### config.mk
export PLATFORM = sky130hd
export DESIGN_NAME = address_wait_wake_arbiter_flat
export DESIGN_NICKNAME = d
export VERILOG_FILES = /design/src/hw/rtl/awwa_pkg.sv /design/src/hw/rtl/awwa_if.sv /design/src/hw/rtl/awwa_cell.sv /design/src/hw/rtl/address_wait_wake_arbiter.sv /design/src/flat_wrapper.sv
export SDC_FILE = /design/constraint.sdc
export NUM_CORES = 1
export LEC_CHECK = 0
export BUFFER_PORTS_ARGS = -buffer_cell sky130_fd_sc_hd__buf_4
export CORE_ASPECT_RATIO = 1.4
export CORE_MARGIN = 1.5
export CORE_UTILIZATION = 35
export CTS_BUF_LIST = sky130_fd_sc_hd__clkbuf_8
export DETAILED_ROUTE_END_ITERATION = 10
export GPL_TIMING_DRIVEN = 0
export HOLD_SLACK_MARGIN = 0.1
export PLACE_DENSITY_LB_ADDON = 0.1
export REMOVE_ABC_BUFFERS = 1
export SLEW_MARGIN = 20
export SYNTH_ARGS = -nofsm -noshare
export SYNTH_HDL_FRONTEND = slang
export SYNTH_HIERARCHICAL = 1
export SYNTH_SLANG_ARGS = --single-unit
### constraint.sdc
create_clock -name clk -period 4.95 [get_ports clk]
set_input_delay 0.495 -clock clk [delete_from_list [all_inputs] [get_ports clk]]
set_output_delay 0.495 -clock clk [all_outputs]
set_load 0.03 [all_outputs]
### src/hw/rtl/awwa_pkg.sv
// Shared types and constants of the address wait and wake arbiter.
// Used by the channel interfaces, the slot cell and the top level; no dependencies.
package awwa_pkg;

    localparam int THREAD_SLOTS_DEF = 16;
    localparam int MAX_WAKE         = 16;
    localparam int WAKE_W           = $clog2(MAX_WAKE + 1);
    localparam int ADDR_W           = 32;
    localparam int DATA_W           = 32;
    localparam int PRIO_W           = 6;

    localparam logic [2:0] OP_SIGNAL       = 3'd0;
    localparam logic [2:0] OP_WAIT_LT      = 3'd1;
    localparam logic [2:0] OP_DEC_WAIT_LT  = 3'd2;
    localparam logic [2:0] OP_WAIT_TIMEOUT = 3'd3;
    localparam logic [2:0] OP_DEC_TIMEOUT  = 3'd4;

    localparam logic [2:0] ST_OK         = 3'd0;
    localparam logic [2:0] ST_BAD_HANDLE = 3'd1;
    localparam logic [2:0] ST_BAD_TYPE   = 3'd2;
    localparam logic [2:0] ST_UNALIGNED  = 3'd3;
    localparam logic [2:0] ST_UNIMPL     = 3'd4;

    typedef struct packed {
        logic [2:0]               opcode;
        logic                     handle_valid;
        logic [3:0]               thread_slot;
        logic [PRIO_W-1:0]        caller_priority;
        logic [ADDR_W-1:0]        wait_address;
        logic signed [DATA_W-1:0] arg_value;
        logic signed [DATA_W-1:0] memory_word;
    } req_t;

    typedef struct packed {
        logic [2:0]               status;
        logic                     slept;
        logic                     write_enable;
        logic signed [DATA_W-1:0] write_data;
        logic                     woken_valid;
        logic [3:0]               woken_slot;
        logic                     reschedule;
        logic                     last;
    } rsp_t;

    // Command broadcast from the sequencer to every slot cell.
    typedef struct packed {
        logic              park;
        logic              wake;
        logic [ADDR_W-1:0] addr;
        logic [PRIO_W-1:0] prio;
    } cell_cmd_t;

    // Best candidate found so far, handed from cell to cell.
    typedef struct packed {
        logic              found;
        logic [PRIO_W-1:0] prio;
    } search_t;

endpackage

### src/hw/rtl/awwa_if.sv
// Valid/ready channel interfaces for requests and results of the arbiter.
// Depends on awwa_pkg for the payload types.
interface awwa_req_if;
    logic          valid;
    logic          ready;
    awwa_pkg::req_t payload;

    modport source (output valid, output payload, input ready);
    modport sink   (input valid, input payload, output ready);
endinterface

interface awwa_rsp_if;
    logic          valid;
    logic          ready;
    awwa_pkg::rsp_t payload;

    modport source (output valid, output payload, input ready);
    modport sink   (input valid, input payload, output ready);
endinterface

### src/hw/rtl/awwa_cell.sv
// One thread slot of the arbiter: waiting mark, wait address and priority,
// plus one stage of the search wave. Depends on awwa_pkg.
module awwa_cell #(
    parameter int SLOT_W     = 4,
    parameter int CELL_INDEX = 0
) (
    input  logic                         clk,
    input  logic                         rst_n,
    input  awwa_pkg::cell_cmd_t          cmd,
    input  logic [SLOT_W-1:0]            cmd_idx,
    input  logic [awwa_pkg::ADDR_W-1:0]  match_addr,
    input  awwa_pkg::search_t            tok_in,
    input  logic [SLOT_W-1:0]            idx_in,
    output awwa_pkg::search_t            tok_out,
    output logic [SLOT_W-1:0]            idx_out
);

    logic                          waiting_reg;
    logic                          waiting_next;
    logic [awwa_pkg::ADDR_W-1:0]   addr_reg;
    logic [awwa_pkg::PRIO_W-1:0]   prio_reg;
    awwa_pkg::search_t             tok_reg;
    awwa_pkg::search_t             tok_next;
    logic [SLOT_W-1:0]             idx_reg;
    logic [SLOT_W-1:0]             idx_next;
    logic                          selected;
    logic                          better;

    assign selected = (cmd_idx == SLOT_W'(CELL_INDEX));

    always_comb
    begin
        waiting_next = waiting_reg;
        if (cmd.park && selected)
        begin
            waiting_next = 1'b1;
        end
        else if (cmd.wake && selected)
        begin
            waiting_next = 1'b0;
        end
    end

    // Ties keep the candidate from the lower slot.
    assign better = waiting_reg && (addr_reg == match_addr) &&
                    (!tok_in.found || (prio_reg < tok_in.prio));

    always_comb
    begin
        if (better)
        begin
            tok_next.found = 1'b1;
            tok_next.prio  = prio_reg;
            idx_next       = SLOT_W'(CELL_INDEX);
        end
        else
        begin
            tok_next = tok_in;
            idx_next = idx_in;
        end
    end

    always_ff @(posedge clk or negedge rst_n)
    begin
        if (!rst_n)
        begin
            waiting_reg <= 1'b0;
            tok_reg     <= '0;
        end
        else
        begin
            waiting_reg <= waiting_next;
            tok_reg     <= tok_next;
        end
    end

    always_ff @(posedge clk)
    begin
        idx_reg <= idx_next;
        if (cmd.park && selected)
        begin
            addr_reg <= cmd.addr;
            prio_reg <= cmd.prio;
        end
    end

    assign tok_out = tok_reg;
    assign idx_out = idx_reg;

endmodule

### src/hw/rtl/address_wait_wake_arbiter.sv
// Top level of the address wait and wake arbiter: request decode, sequencer,
// result register and the chain of slot cells. Depends on awwa_pkg, awwa_if, awwa_cell.
//
//   channel   dir   payload            handshake
//   req       in    awwa_pkg::req_t    valid/ready
//   rsp       out   awwa_pkg::rsp_t    valid/ready
//
// Errors and waits are decoded in the accept cycle and give one result in the next cycle.
// A signal with k woken threads runs k + 1 search waves when its last search finds no
// waiter, and k search waves when it reaches its count; each search wave has to pass
// every cell of the chain once.
// Reset clears all waiting marks at once and needs no clearing pass.
// A stalled result holds the sequencer and no new request is taken during a signal.
module address_wait_wake_arbiter #(
    parameter int THREAD_SLOTS = awwa_pkg::THREAD_SLOTS_DEF
) (
    input  logic        clk,
    input  logic        rst_n,
    awwa_req_if.sink    req,
    awwa_rsp_if.source  rsp
);

    localparam int SLOT_W = $clog2(THREAD_SLOTS);
    localparam int CNT_W  = $clog2(THREAD_SLOTS + 1);
    localparam logic [CNT_W-1:0] SCAN_DONE = CNT_W'(THREAD_SLOTS);

    typedef enum logic [1:0] {
        S_IDLE = 2'b01,
        S_SCAN = 2'b10
    } state_t;

    state_t                                state_reg, state_next;
    logic [CNT_W-1:0]                      cnt_reg, cnt_next;
    logic [awwa_pkg::ADDR_W-1:0]           target_reg, target_next;
    logic [awwa_pkg::WAKE_W-1:0]           cap_reg, cap_next;
    logic [awwa_pkg::WAKE_W-1:0]           n_reg, n_next;
    logic                                  pend_v_reg, pend_v_next;
    logic [SLOT_W-1:0]                     pend_slot_reg, pend_slot_next;
    logic                                  out_valid_reg;
    awwa_pkg::rsp_t                        out_reg;
    awwa_pkg::rsp_t                        out_data;
    logic                                  out_load;
    logic                                  out_free;
    logic                                  accept;
    logic                                  slot_ok;
    awwa_pkg::req_t                        p;
    awwa_pkg::cell_cmd_t                   cmd;
    logic [SLOT_W-1:0]                     cmd_idx;
    awwa_pkg::search_t                     tok [THREAD_SLOTS+1];
    logic [SLOT_W-1:0]                     idx [THREAD_SLOTS+1];

    assign p        = req.payload;
    assign out_free = !out_valid_reg || rsp.ready;
    assign req.ready = (state_reg == S_IDLE) && out_free;
    assign accept   = req.valid && req.ready;
    assign slot_ok  = (32'(p.thread_slot) < 32'(THREAD_SLOTS));

    assign tok[0] = '0;
    assign idx[0] = '0;

    for (genvar g = 0; g < THREAD_SLOTS; g++)
    begin : g_cell
        awwa_cell #(
            .SLOT_W     (SLOT_W),
            .CELL_INDEX (g)
        ) u_cell (
            .clk        (clk),
            .rst_n      (rst_n),
            .cmd        (cmd),
            .cmd_idx    (cmd_idx),
            .match_addr (target_reg),
            .tok_in     (tok[g]),
            .idx_in     (idx[g]),
            .tok_out    (tok[g+1]),
            .idx_out    (idx[g+1])
        );
    end

    always_comb
    begin
        state_next     = state_reg;
        cnt_next       = (cnt_reg == SCAN_DONE) ? cnt_reg : cnt_reg + CNT_W'(1);
        target_next    = target_reg;
        cap_next       = cap_reg;
        n_next         = n_reg;
        pend_v_next    = pend_v_reg;
        pend_slot_next = pend_slot_reg;
        out_load       = 1'b0;
        out_data       = '0;
        cmd            = '0;
        cmd_idx        = '0;

        case (state_reg)
            S_IDLE:
            begin
                if (accept)
                begin
                    out_data.last = 1'b1;
                    if (!p.handle_valid)
                    begin
                        out_data.status = awwa_pkg::ST_BAD_HANDLE;
                        out_load        = 1'b1;
                    end
                    else if (p.wait_address[1:0] != 2'b00)
                    begin
                        out_data.status = awwa_pkg::ST_UNALIGNED;
                        out_load        = 1'b1;
                    end
                    else if (p.opcode > awwa_pkg::OP_DEC_TIMEOUT)
                    begin
                        out_data.status = awwa_pkg::ST_BAD_TYPE;
                        out_load        = 1'b1;
                    end
                    else if ((p.opcode == awwa_pkg::OP_WAIT_TIMEOUT) ||
                             (p.opcode == awwa_pkg::OP_DEC_TIMEOUT))
                    begin
                        out_data.status = awwa_pkg::ST_UNIMPL;
                        out_load        = 1'b1;
                    end
                    else if (p.opcode == awwa_pkg::OP_SIGNAL)
                    begin
                        if (p.arg_value == '0)
                        begin
                            out_load = 1'b1;
                        end
                        else
                        begin
                            target_next = p.wait_address;
                            if ((p.arg_value < 0) ||
                                (p.arg_value > $signed(32'(awwa_pkg::MAX_WAKE))))
                            begin
                                cap_next = awwa_pkg::WAKE_W'(awwa_pkg::MAX_WAKE);
                            end
                            else
                            begin
                                cap_next = p.arg_value[awwa_pkg::WAKE_W-1:0];
                            end
                            n_next      = '0;
                            pend_v_next = 1'b0;
                            cnt_next    = '0;
                            state_next  = S_SCAN;
                        end
                    end
                    else
                    begin
                        out_load = 1'b1;
                        if ((p.memory_word < p.arg_value) && slot_ok)
                        begin
                            out_data.slept = 1'b1;
                            cmd.park       = 1'b1;
                            cmd.addr       = p.wait_address;
                            cmd.prio       = p.caller_priority;
                            cmd_idx        = SLOT_W'(p.thread_slot);
                            if (p.opcode == awwa_pkg::OP_DEC_WAIT_LT)
                            begin
                                out_data.write_enable = 1'b1;
                                out_data.write_data   = p.memory_word - 32'sd1;
                            end
                        end
                    end
                end
            end
            S_SCAN:
            begin
                out_data.woken_valid = pend_v_reg;
                out_data.woken_slot  = pend_v_reg ? 4'(pend_slot_reg) : 4'd0;
                if (pend_v_reg && (n_reg == cap_reg))
                begin
                    if (out_free)
                    begin
                        out_data.reschedule = 1'b1;
                        out_data.last       = 1'b1;
                        out_load            = 1'b1;
                        state_next          = S_IDLE;
                    end
                end
                else if ((cnt_reg == SCAN_DONE) && out_free)
                begin
                    if (tok[THREAD_SLOTS].found)
                    begin
                        out_load       = pend_v_reg;
                        pend_v_next    = 1'b1;
                        pend_slot_next = idx[THREAD_SLOTS];
                        n_next         = n_reg + awwa_pkg::WAKE_W'(1);
                        cmd.wake       = 1'b1;
                        cmd_idx        = idx[THREAD_SLOTS];
                        cnt_next       = '0;
                    end
                    else
                    begin
                        out_data.reschedule = pend_v_reg;
                        out_data.last       = 1'b1;
                        out_load            = 1'b1;
                        state_next          = S_IDLE;
                    end
                end
            end
            default:
            begin
                state_next = S_IDLE;
            end
        endcase
    end

    always_ff @(posedge clk or negedge rst_n)
    begin
        if (!rst_n)
        begin
            state_reg     <= S_IDLE;
            cnt_reg       <= '0;
            n_reg         <= '0;
            pend_v_reg    <= 1'b0;
            out_valid_reg <= 1'b0;
        end
        else
        begin
            state_reg  <= state_next;
            cnt_reg    <= cnt_next;
            n_reg      <= n_next;
            pend_v_reg <= pend_v_next;
            if (out_load)
            begin
                out_valid_reg <= 1'b1;
            end
            else if (rsp.ready)
            begin
                out_valid_reg <= 1'b0;
            end
        end
    end

    always_ff @(posedge clk)
    begin
        target_reg    <= target_next;
        cap_reg       <= cap_next;
        pend_slot_reg <= pend_slot_next;
        if (out_load)
        begin
            out_reg <= out_data;
        end
    end

    assign rsp.valid   = out_valid_reg;
    assign rsp.payload = out_reg;

endmodule

### src/flat_wrapper.sv
// flat-port wrapper written by rule: the top's interface ports become plain ports
module address_wait_wake_arbiter_flat 
#(
    parameter int THREAD_SLOTS = awwa_pkg::THREAD_SLOTS_DEF
)
  (clk, rst_n, req_valid, req_payload, req_ready, rsp_valid, rsp_payload, rsp_ready);
  awwa_req_if req_i ();
  awwa_rsp_if rsp_i ();
  input  logic clk;
  input  logic rst_n;
  input wire logic [$bits(req_i.valid)-1:0] req_valid;
  input wire logic [$bits(req_i.payload)-1:0] req_payload;
  output wire logic [$bits(req_i.ready)-1:0] req_ready;
  output wire logic [$bits(rsp_i.valid)-1:0] rsp_valid;
  output wire logic [$bits(rsp_i.payload)-1:0] rsp_payload;
  input wire logic [$bits(rsp_i.ready)-1:0] rsp_ready;
  assign req_i.valid = req_valid;
  assign req_i.payload = req_payload;
  assign req_ready = req_i.ready;
  assign rsp_valid = rsp_i.valid;
  assign rsp_payload = rsp_i.payload;
  assign rsp_i.ready = rsp_ready;
  address_wait_wake_arbiter #(.THREAD_SLOTS(THREAD_SLOTS)) u_core (.clk(clk), .rst_n(rst_n), .req(req_i), .rsp(rsp_i));
endmodule
==> reports/qor.yml <==
pwr:
  power_frac_clock_pct: 38.6
  switching_share_pct: 24.4
  power_frac_comb_pct: 8.5
  p_leak_nw: 16.6
  vdd_drop_max_mv: 0.186
  power_mw: 15.9
  seqPwrFrac_pct: 52.9
  power_switching_mw: 3.87
  p_int_mw: 12.0
  powerDensity_mw_per_mm2: 342
worst_setup_path:
  critPathKind: "in -> reg"
  required_ns: 5.38
  endpoint_kind: "flop"
  cp.arrival_ns: 4.99
  worst_setup_path_start_kind: "input port"
  critPathMaxFanout: 39
global_route:
  grt_overflow: 0
  track_usage_pct: 18.4
  grt_pass1_wl_um: 151000
  grt_pass1_vias: 23915
  grt_max_degree: 90
  antenna_found_initial: 1
timing:
  hold_viol_final: 0
  fin_crit_ns: 4.56
  slew_headroom_pct: 26.1
  final_max_slew_viol_count: 0
  finalCritPeriodShare_pct: 92.1
  clock_skew_ns: 0.0350
  fmax_ghz: 0.219
  setup_violations: 0
  rsz0062_at_grt: "false"
  fin_tns_setup_ns: 0
  worst_pin_slew_ns: 1.11
drt:
  drc_errors: 0
  wl_um: 102000
  vias: 22261
  drtAntennaViolNets: 0
  dr.first_iter.drc_count: 1170
  routedWlPerCell_um: 22.0
  first_pass_iters: 5
  routed_via_density: 4.80
finish:
  final_cell_mix: "693 x edfxtp_1, 326 x xor2_1, 227 x xnor2_1, 193 x inv_1, 192 x buf_4"
  drive_gt1_share_pct: 21.3
  largest_register_ffs: 512
  mostFrequentLayoutCell: "edfxtp_1"
  area_growth_pct: 20.4
  nets: 3290
  multiInputGateArea_mm2: 0.0128
  num-fill-cells: 10065
  stdcell_count: 4633
  regArea_mm2: 0.0255
clock_tree:
  clk_pin_slew_ns: 0.06
  cts_made_buffers: 147
  cts_max_level: 4
  cts_buffer_depth: 3
  clock-root-buffer: "clkbuf_8"
  clk_latency_ns: 0.83
  cts_tree: "yes"
  cts_setup_buffers: 0
  cts_sinks: 893
die:
  start_util_pct: 35.4
  rows: 143
  dieWidth_um: 283
  die_area_mm2: 0.112
  die-height_um: 395
  ios: 160
  core_area_mm2: 0.109
min_path:
  hold_class: "in -> async"
placed_design:
  hpwl_um: 69200
  place_congestion: 0.801
  placed_cells: 4263
  io_buffers: 159
run_status:
  status: "complete, no violations"
synth:
  syn_inst: 2559
  netlist_area_mm2: 0.0385
  yosysWarnings: 6
  avgSynthCellArea_um2: 15.0
run:
  max_cap_violations: 0
[metrics by stage]
stage	cell area [µm²]	setup slack (ns)	hold slack (ns)	util, %
global route	46300	0.129	0.131	42.6
CTS	46300	0.0444	0.110	42.6
floorplan	38600	-0.421	0.199	-
detailed placement	42600	0.0269	0.402	39.1
finish	46300	0.391	0.185	42.6
global placement	41600	-5.20	0.397	38.2
[critical path, cell delays in order]
cell and delay, ns:
dlygate4sd3_1 0.53, buf_4 0.16, ha_1 0.32, a2111o_1 0.45
o31ai_1 0.46, o21ai_1 0.35, o221ai_1 0.69, o31ai_2 0.13
buf_4 0.22, nor4b_1 0.42, and2_4 0.72
[power by group through the flow]
stage	Clock [mW]	Sequential, mW	Combinational (mW)
6_report	6.12	8.40	1.34
5_1_grt	6.66	8.43	1.45
4_1_cts	6.36	8.41	1.36
3_5_place_dp	0	8.56	1.29
3_3_place_gp	0	8.58	1.19
2_1_floorplan	0	8.81	0.455
[layer usage]
metal  global-route usage (%)  part of all wire, %
met4                     5.43                  2.1
met5                        0                    0
met3                     3.62                  3.7
met1                     21.2                   40
met2                     34.0                   54
[repair_timing]
item / 4_1_cts / 5_1_grt
setup endpoints to repair: 3 / 540
resized for setup: 1 / 2
endpoints found under the hold margin: 342 / 0
hold buffers: 97 / 0
[final timing paths]
kind                                                          startpoint                                         endpoint  slack, ns  depth (start not counted)
hold / removal                                                     rst_n     u_core/g_cell[5].u_cell/tok_out[4]$_DFF_PN0_       0.18                          2
max in group asynchronous                                          rst_n  u_core/g_cell[3].u_cell/waiting_reg$_DFFE_PN0P_       3.93                          3
hold reg to reg            u_core/g_cell[1].u_cell/idx_out[1]$_SDFF_PP0_    u_core/g_cell[2].u_cell/idx_out[1]$_SDFF_PP1_       0.41                          1
setup reg to reg                             u_core/cnt_reg[0]$_DFF_PN0_   u_core/g_cell[6].u_cell/addr_reg[15]$_DFFE_PP_       0.47                         11
setup / recovery                                         req_payload[28]    u_core/g_cell[8].u_cell/addr_reg[6]$_DFFE_PP_       0.39                         11
min in group clk                                         req_payload[98]    u_core/g_cell[1].u_cell/prio_reg[2]$_DFFE_PP_       0.19                          2
[area by class of cell]
cell class              count  share of cell area [%]
clock buffers             161                    4.78
clock inverters           110                    1.20
inverters                 142                    1.16
flip-flops and latches    893                    55.0
diodes                      2                  0.0108
repair buffers            320                    6.22
well taps                1450                    3.91
multi-input cells        1555                    27.7
Power figures use the tool's default switching activity.
